--- src/rtl/thps_pkg.sv ---
// ----------------------------------------------------------------------------
// thps_pkg
// Shared widths, constants and types of the temperature/humidity poll
// sequencer.
// ----------------------------------------------------------------------------
package thps_pkg;

    localparam int COUNT_WIDTH_DEF = 24;

    localparam int RAW_W      = 16;
    localparam int SHORT_W    = 16;
    localparam int LONG_W     = 24;
    localparam int CAL_W      = 12;
    localparam int TEMP_W     = 15;
    localparam int HUM_W      = 14;
    localparam int CMD_W      = 2;
    localparam int CFG_IDX_W  = 2;
    localparam int CFG_DATA_W = 24;

    // sensor transfer functions in fixed point (scale over 2^16)
    localparam int TEMP_SCALE  = 16500;
    localparam int TEMP_OFFSET = 4000;
    localparam int HUM_SCALE   = 10000;

    typedef struct packed {
        logic signed [TEMP_W-1:0] temp;
        logic [HUM_W-1:0]         hum;
    } thps_meas_t;

endpackage

--- src/rtl/temp_humidity_poll_sequencer.sv ---
// ----------------------------------------------------------------------------
// temp_humidity_poll_sequencer
// Tick counter and poll sequencer for a temperature/humidity sensor.
//
//   channel  | dir | fields
//   ---------+-----+-------------------------------------------------------
//   s_*      | in  | tuser: kind; tdata: rx_word
//   m_*      | out | tdata: command, temperature, humidity; tuser: flags
//   cfg_*    | in  | 0 short_wait, 1 long_wait, 2 temp_calibration
//
// One item per cycle sustained while m_tready stays high; each item passes the
// input register, then the result register, before m_tvalid rises. Sequencer
// state is updated when an item moves from the input register into the result
// register, which happens whenever the result register is empty or being taken.
// Reset sets the initialize phase, a zero counter, -100.00 degrees and zero
// humidity, and the register defaults 20, 30000, -7.00 degrees.
// ----------------------------------------------------------------------------
module temp_humidity_poll_sequencer
#(
    parameter int COUNT_WIDTH = thps_pkg::COUNT_WIDTH_DEF
)
(
    input  logic                           clk,
    input  logic                           rst_n,

    input  logic                           s_tvalid,
    output logic                           s_tready,
    input  logic [15:0]                    s_tdata,   // [15:0] rx_word
    input  logic [0:0]                     s_tuser,   // [0] kind

    output logic                           m_tvalid,
    input  logic                           m_tready,
    output logic [31:0]                    m_tdata,   // [1:0] command, [16:2] temperature,
                                                      // [30:17] humidity, [31] zero
    output logic [1:0]                     m_tuser,   // [0] temp_updated, [1] hum_updated

    input  logic                           cfg_wen,
    input  logic [thps_pkg::CFG_IDX_W-1:0]  cfg_addr,
    input  logic [thps_pkg::CFG_DATA_W-1:0] cfg_wdata
);
    import thps_pkg::*;

    localparam int CMP_W = (COUNT_WIDTH > LONG_W) ? COUNT_WIDTH : LONG_W;

    localparam logic [2:0] PH_INIT  = 3'd0;
    localparam logic [2:0] PH_SLEEP = 3'd1;
    localparam logic [2:0] PH_TREQ  = 3'd2;
    localparam logic [2:0] PH_TREAD = 3'd3;
    localparam logic [2:0] PH_HREQ  = 3'd4;
    localparam logic [2:0] PH_HREAD = 3'd5;

    localparam logic [CMD_W-1:0] CMD_NONE    = 2'd0;
    localparam logic [CMD_W-1:0] CMD_CONFIG  = 2'd1;
    localparam logic [CMD_W-1:0] CMD_POINTER = 2'd2;
    localparam logic [CMD_W-1:0] CMD_READ    = 2'd3;

    localparam logic [CFG_IDX_W-1:0] REG_SHORT_WAIT = 2'd0;
    localparam logic [CFG_IDX_W-1:0] REG_LONG_WAIT  = 2'd1;
    localparam logic [CFG_IDX_W-1:0] REG_TEMP_CAL   = 2'd2;

    localparam logic [COUNT_WIDTH-1:0] COUNT_TOP = {COUNT_WIDTH{1'b1}};

    // configuration
    logic [SHORT_W-1:0]      short_wait_reg;
    logic [LONG_W-1:0]       long_wait_reg;
    logic signed [CAL_W-1:0] temp_cal_reg;

    // input register
    logic             in_valid_reg;
    logic             in_kind_reg;
    logic [RAW_W-1:0] in_raw_reg;

    // sequencer state
    logic [2:0]               phase_reg, phase_next;
    logic [COUNT_WIDTH-1:0]   tick_reg, tick_next;
    logic signed [TEMP_W-1:0] temp_reg, temp_next;
    logic [HUM_W-1:0]         hum_reg, hum_next;

    // result register
    logic             out_valid_reg;
    logic [CMD_W-1:0] out_cmd_reg;
    logic [TEMP_W-1:0] out_temp_reg;
    logic [HUM_W-1:0] out_hum_reg;
    logic             out_tupd_reg;
    logic             out_hupd_reg;

    logic [CMD_W-1:0] cmd_next;
    logic             tupd_next;
    logic             hupd_next;
    logic             advance;
    logic             short_done;
    logic             long_done;
    thps_meas_t       meas;

    thps_convert u_convert
    (
        .raw  (in_raw_reg),
        .cal  (temp_cal_reg),
        .meas (meas)
    );

    assign advance  = in_valid_reg && (!out_valid_reg || m_tready);
    assign s_tready = !in_valid_reg || advance;

    assign short_done = CMP_W'(tick_reg) > CMP_W'(short_wait_reg);
    assign long_done  = CMP_W'(tick_reg) > CMP_W'(long_wait_reg);

    always_comb
    begin
        phase_next = phase_reg;
        tick_next  = tick_reg;
        temp_next  = temp_reg;
        hum_next   = hum_reg;
        cmd_next   = CMD_NONE;
        tupd_next  = 1'b0;
        hupd_next  = 1'b0;
        if (!in_kind_reg)
        begin
            if (tick_reg != COUNT_TOP)
            begin
                tick_next = tick_reg + 1'b1;
            end
        end
        else
        begin
            unique case (phase_reg)
                PH_INIT:
                begin
                    cmd_next   = CMD_CONFIG;
                    tick_next  = '0;
                    phase_next = PH_SLEEP;
                end
                PH_SLEEP:
                begin
                    // leaving sleep issues nothing; the request comes next poll
                    if (long_done)
                    begin
                        tick_next  = '0;
                        phase_next = PH_TREQ;
                    end
                end
                PH_TREQ:
                begin
                    cmd_next   = CMD_POINTER;
                    tick_next  = '0;
                    phase_next = PH_TREAD;
                end
                PH_TREAD:
                begin
                    if (short_done)
                    begin
                        cmd_next   = CMD_READ;
                        temp_next  = meas.temp;
                        tupd_next  = 1'b1;
                        tick_next  = '0;
                        phase_next = PH_HREQ;
                    end
                end
                PH_HREQ:
                begin
                    if (short_done)
                    begin
                        cmd_next   = CMD_POINTER;
                        tick_next  = '0;
                        phase_next = PH_HREAD;
                    end
                end
                PH_HREAD:
                begin
                    if (short_done)
                    begin
                        cmd_next   = CMD_READ;
                        hum_next   = meas.hum;
                        hupd_next  = 1'b1;
                        tick_next  = '0;
                        phase_next = PH_SLEEP;
                    end
                end
                default:
                begin
                    tick_next  = '0;
                    phase_next = PH_SLEEP;
                end
            endcase
        end
    end

    always_ff @(posedge clk or negedge rst_n)
    begin
        if (!rst_n)
        begin
            short_wait_reg <= SHORT_W'(20);
            long_wait_reg  <= LONG_W'(30000);
            temp_cal_reg   <= -CAL_W'(700);
        end
        else if (cfg_wen)
        begin
            unique case (cfg_addr)
                REG_SHORT_WAIT: short_wait_reg <= cfg_wdata[SHORT_W-1:0];
                REG_LONG_WAIT:  long_wait_reg  <= cfg_wdata[LONG_W-1:0];
                REG_TEMP_CAL:   temp_cal_reg   <= cfg_wdata[CAL_W-1:0];
                default:        ;
            endcase
        end
    end

    always_ff @(posedge clk or negedge rst_n)
    begin
        if (!rst_n)
        begin
            in_valid_reg  <= 1'b0;
            out_valid_reg <= 1'b0;
            phase_reg     <= PH_INIT;
            tick_reg      <= '0;
            temp_reg      <= -TEMP_W'(10000);
            hum_reg       <= '0;
        end
        else
        begin
            if (s_tvalid && s_tready)
            begin
                in_valid_reg <= 1'b1;
            end
            else if (advance)
            begin
                in_valid_reg <= 1'b0;
            end

            if (advance)
            begin
                out_valid_reg <= 1'b1;
                phase_reg     <= phase_next;
                tick_reg      <= tick_next;
                temp_reg      <= temp_next;
                hum_reg       <= hum_next;
            end
            else if (m_tready)
            begin
                out_valid_reg <= 1'b0;
            end
        end
    end

    // payload registers
    always_ff @(posedge clk)
    begin
        if (s_tvalid && s_tready)
        begin
            in_kind_reg <= s_tuser[0];
            in_raw_reg  <= s_tdata;
        end
        if (advance)
        begin
            out_cmd_reg  <= cmd_next;
            out_temp_reg <= temp_next;
            out_hum_reg  <= hum_next;
            out_tupd_reg <= tupd_next;
            out_hupd_reg <= hupd_next;
        end
    end

    assign m_tvalid = out_valid_reg;
    assign m_tdata  = {1'b0, out_hum_reg, out_temp_reg, out_cmd_reg};
    assign m_tuser  = {out_hupd_reg, out_tupd_reg};

endmodule

--- src/rtl/thps_convert.sv ---
// ----------------------------------------------------------------------------
// thps_convert
// Converts a raw sensor word into centidegrees and centi-percent humidity.
// ----------------------------------------------------------------------------
module thps_convert
(
    input  logic [thps_pkg::RAW_W-1:0]        raw,
    input  logic signed [thps_pkg::CAL_W-1:0] cal,
    output thps_pkg::thps_meas_t              meas
);
    import thps_pkg::*;

    localparam int TPROD_W = RAW_W + 15;
    localparam int HPROD_W = RAW_W + HUM_W;

    logic [TPROD_W-1:0]      t_prod;
    logic [HPROD_W-1:0]      h_prod;
    logic signed [RAW_W-1:0] t_sum;

    always_comb
    begin
        t_prod = TPROD_W'(raw) * TPROD_W'(TEMP_SCALE);
        h_prod = HPROD_W'(raw) * HPROD_W'(HUM_SCALE);
        // scaled value is below 16500, so 15 bits plus a sign bit hold it
        t_sum  = $signed({1'b0, t_prod[TPROD_W-1:RAW_W]})
               - $signed(RAW_W'(TEMP_OFFSET))
               + $signed({{(RAW_W-CAL_W){cal[CAL_W-1]}}, cal});
        meas.temp = t_sum[TEMP_W-1:0];
        meas.hum  = h_prod[HPROD_W-1:RAW_W];
    end

endmodule

--- config.mk ---
export PLATFORM = sky130hd
export DESIGN_NAME = temp_humidity_poll_sequencer
export DESIGN_NICKNAME = d
export VERILOG_FILES = /design/src/rtl/thps_pkg.sv /design/src/rtl/temp_humidity_poll_sequencer.sv /design/src/rtl/thps_convert.sv
export SDC_FILE = /design/constraint.sdc
export NUM_CORES = 1
export LEC_CHECK = 0
export BUFFER_PORTS_ARGS = -buffer_cell sky130_fd_sc_hd__buf_2
export CORE_AREA = 2 2 165 167
export DETAILED_ROUTE_END_ITERATION = 10
export DIE_AREA = 0 0 167 169
export PLACE_DENSITY = 0.73
export RECOVER_POWER = 100
export SLEW_MARGIN = 20
export SYNTH_ARGS = -nofsm -noshare
export SYNTH_HDL_FRONTEND = slang
export SYNTH_SLANG_ARGS = --single-unit
--- constraint.sdc ---
create_clock -name clk -period 11.14 [get_ports clk]
set_input_delay 0 -clock clk [delete_from_list [all_inputs] [get_ports clk]]
set_output_delay 0 -clock clk [all_outputs]
set_load 0.005 [all_outputs]
==> results.json <==
{
  "status": "finished with violations",
  "violations": "capacitance limit, slew limit",
  "synthXorXnorAreaFrac_pct": 2.35,
  "clock_latency_ns": 0.43,
  "fin_worst_skew_ns": 0.0173,
  "fp.dieW_um": 167,
  "numCtsBuffers": 17,
  "grt_util_met3_pct": 3.76,
  "placed_area_um2": 13800,
  "gp_congestion": 0.865,
  "h-tree-depth": 4,
  "antenna_found_initial": 0,
  "synth_fp_nets": 1583,
  "synth_fa_ha_area_share_pct": 30.2,
  "most-common-layout-cells": "inv_1 (243), ha_1 (205), dfrtp_1 (89)",
  "critical_path.max_stage_delay_ns": 0.67,
  "synth_edf_count": 50,
  "fin_crit_ns": 7.31,
  "grt_pass1_vias": 9653,
  "cts.sinks": 160,
  "synth-compound-area-share_pct": 8.02,
  "place_hpwl_mm": 21.1,
  "wl_per_cell_um": 15.9,
  "layout-drive-gt1-share_pct": 14.2,
  "vias": 9258,
  "grt.met2_usage_pct": 36.8,
  "grt.busiest_layer": "met2",
  "p_leak_nw": 7.36,
  "layout.cells.most_common": "inv_1",
  "setup_tns_ns": 0,
  "crit_top_cell": "ha_1",
  "worstPathArrival_ns": 7.49,
  "ys_ff_latch": 160,
  "worst_slew_pin_slew_ns": 3.42,
  "cts_max_path_buffers": 2,
  "drv_cap": 4,
  "drt_iter0_markers": 453,
  "crit_path_end_kind": "flip-flop",
  "ys_seq_area_share_pct": 32.7,
  "nets": 1708,
  "pwr_density_cell_nw_per_um2": 210,
  "track_usage_pct": 20.8,
  "muxShareOfSynthArea_pct": 8.36,
  "cpMaxStageDelayCell": "o311ai_0",
  "fill_cells": 2248,
  "cts_tree": "done",
  "port_buffers": 82,
  "cts.root.buffer_cell": "clkbuf_16",
  "critical_path_peak_fanout": 9,
  "min_path_type": "primary input to flip-flop",
  "dieArea_um2": 28200,
  "die_h_um": 169,
  "rows": 60,
  "path_clk_slew_ns": 0.08,
  "core_area_um2": 26500,
  "drtPass1Iterations": 5,
  "slew_headroom_pct": -128,
  "rsz0062_at_grt": "no",
  "vias_per_cell": 5.32,
  "grt_max_degree": 67,
  "initial_utilization_pct": 49.3,
  "synth_top_family_by_area": "adder cells",
  "period_share_pct": 65.6,
  "globalRouteOverflowTotal": 0,
  "synth.distinct_cells": 65,
  "wl_mm": 27.7,
  "crit_type": "flip-flop to flip-flop",
  "yosys.area_share.simple_pct": 10.2,
  "grt_pass1_wl_mm": 47.2,
  "ys_async_sr_fraction_pct": 68.8,
  "drtAntennaViolNets": 0,
  "gr-usage-met1_pct": 26.0,
  "start_kind": "flip-flop",
  "ys.flop_type": "dfrtp_1",
  "syn-instance-count": 1261,
  "netlist_area_um2": 13100,
  "required_ns": 11.33,
  "cts_resized": 0,
  "avgSynthCellArea_um2": 10.4,
  "final-max-slew-violation-count": 207,
  "drt_drc_violations_left": 0,
  "max_freq_mhz": 137,
  "yosys_warnings": 0,
  "diodes": 0,
  "setup_violations": 0,
  "ir_drop_mv": 0.162,
  "design_area_um2": 14900,
  "ioPinCount": 84,
  "area_growth_pct": 13.6,
  "hold_violations": 0
}
metrics by stage:
stage | power (mW) | worst slack (ns) | instances | utilization (%) | hold slack [ns]
floorplan | 2.03 | 4.67 | 1261 | - | -0.296
global placement | 2.41 | 3.91 | 1663 | 52.2 | 0.0462
detailed placement | 2.47 | 3.87 | 1663 | 52.2 | 0.0507
CTS | 3.15 | 3.78 | 1740 | 56.3 | 0.0806
global route | 3.41 | 3.28 | 1740 | 56.0 | 0.133
finish | 3.11 | 3.83 | 1740 | 56.0 | 0.0977
power by group:
group / leakage, nW / total, mW / switching, mW / internal, mW
Sequential: 1.82 / 0.748 / 0.0572 / 0.691
Clock: 0.305 / 0.651 / 0.285 / 0.366
Combinational: 5.23 / 1.72 / 0.982 / 0.733
Yosys cell counts (18+ instances only):
cell type  instances  area share (%)
o21ai_0           40             1.5
mux2_2            81             7.0
nand2_1           76             2.2
ha_1             205              20
a21oi_1           32             1.2
xnor2_1           23             1.5
dfstp_2           21             4.2
mux2i_1           18             1.4
dfrtp_1           89              17
nor2_1            48             1.4
nand3_1           18            0.69
nor3_1            20            0.77
inv_1            242             6.9
nand2b_1          27             1.3
edfxtp_1          50              11
fa_1              69              11
final timing paths:
| kind | startpoint | to | slack (ns) | cells after the start |
|---|---|---|---|---|
| setup / recovery | in_raw_reg[4] | out_temp_reg[14] | 3.83 | 26 |
| hold / removal | cfg_addr[1] | short_wait_reg[4] | 0.1 | 5 |
| setup reg to reg | in_raw_reg[4] | out_temp_reg[14] | 3.83 | 26 |
| hold reg to reg | long_wait_reg[9] | long_wait_reg[9] | 0.51 | 1 |
| max in group asynchronous | rst_n | temp_cal_reg[3] | 5.98 | 3 |
| min in group asynchronous | rst_n | m_tvalid | 0.89 | 2 |
kinds of logic after synthesis:
group                      Yosys count
adders and majority gates          274
buffers and inverters              273
and+or+nand+nor                    261
DFF                                160
AOI/OAI and AO/OA                  158
muxes                               99
xor gates and xnor gates            35
other                                1
critical path: cells and delay by family, from the launching register on:
kind	cells	cell delay, ns
compound gates	8	2.41
xor+xnor	3	0.38
fa+ha+maj	8	2.88
buf+inv	4	0.18
flops	1	0.58
mux	1	0.27
simple gates	2	0.35
cell type report:
| cell class | instances | area (um2) | area share, % |
|---|---|---|---|
| clock inverters | 15 | 221 | 1.49 |
| multi-input cells | 828 | 7710 | 51.9 |
| inverters | 245 | 920 | 6.19 |
| repair buffers | 134 | 866 | 5.83 |
| well taps | 341 | 427 | 2.87 |
| flip-flops and latches | 160 | 4280 | 28.8 |
| clock buffers | 17 | 425 | 2.86 |
per-layer routing:
metal	wire, um	up-vias
met3	1080	38
li1	-	4526
met2	14000	190
met4	524	0
met1	12100	4504
met5	0	-
timing repair:
item | CTS | global route
hold buffers | 45 | 0
hold endpoints to repair | 115 | 0
buffers inserted | 0 | 0
Note: power is estimated with default switching activity, not from simulation.
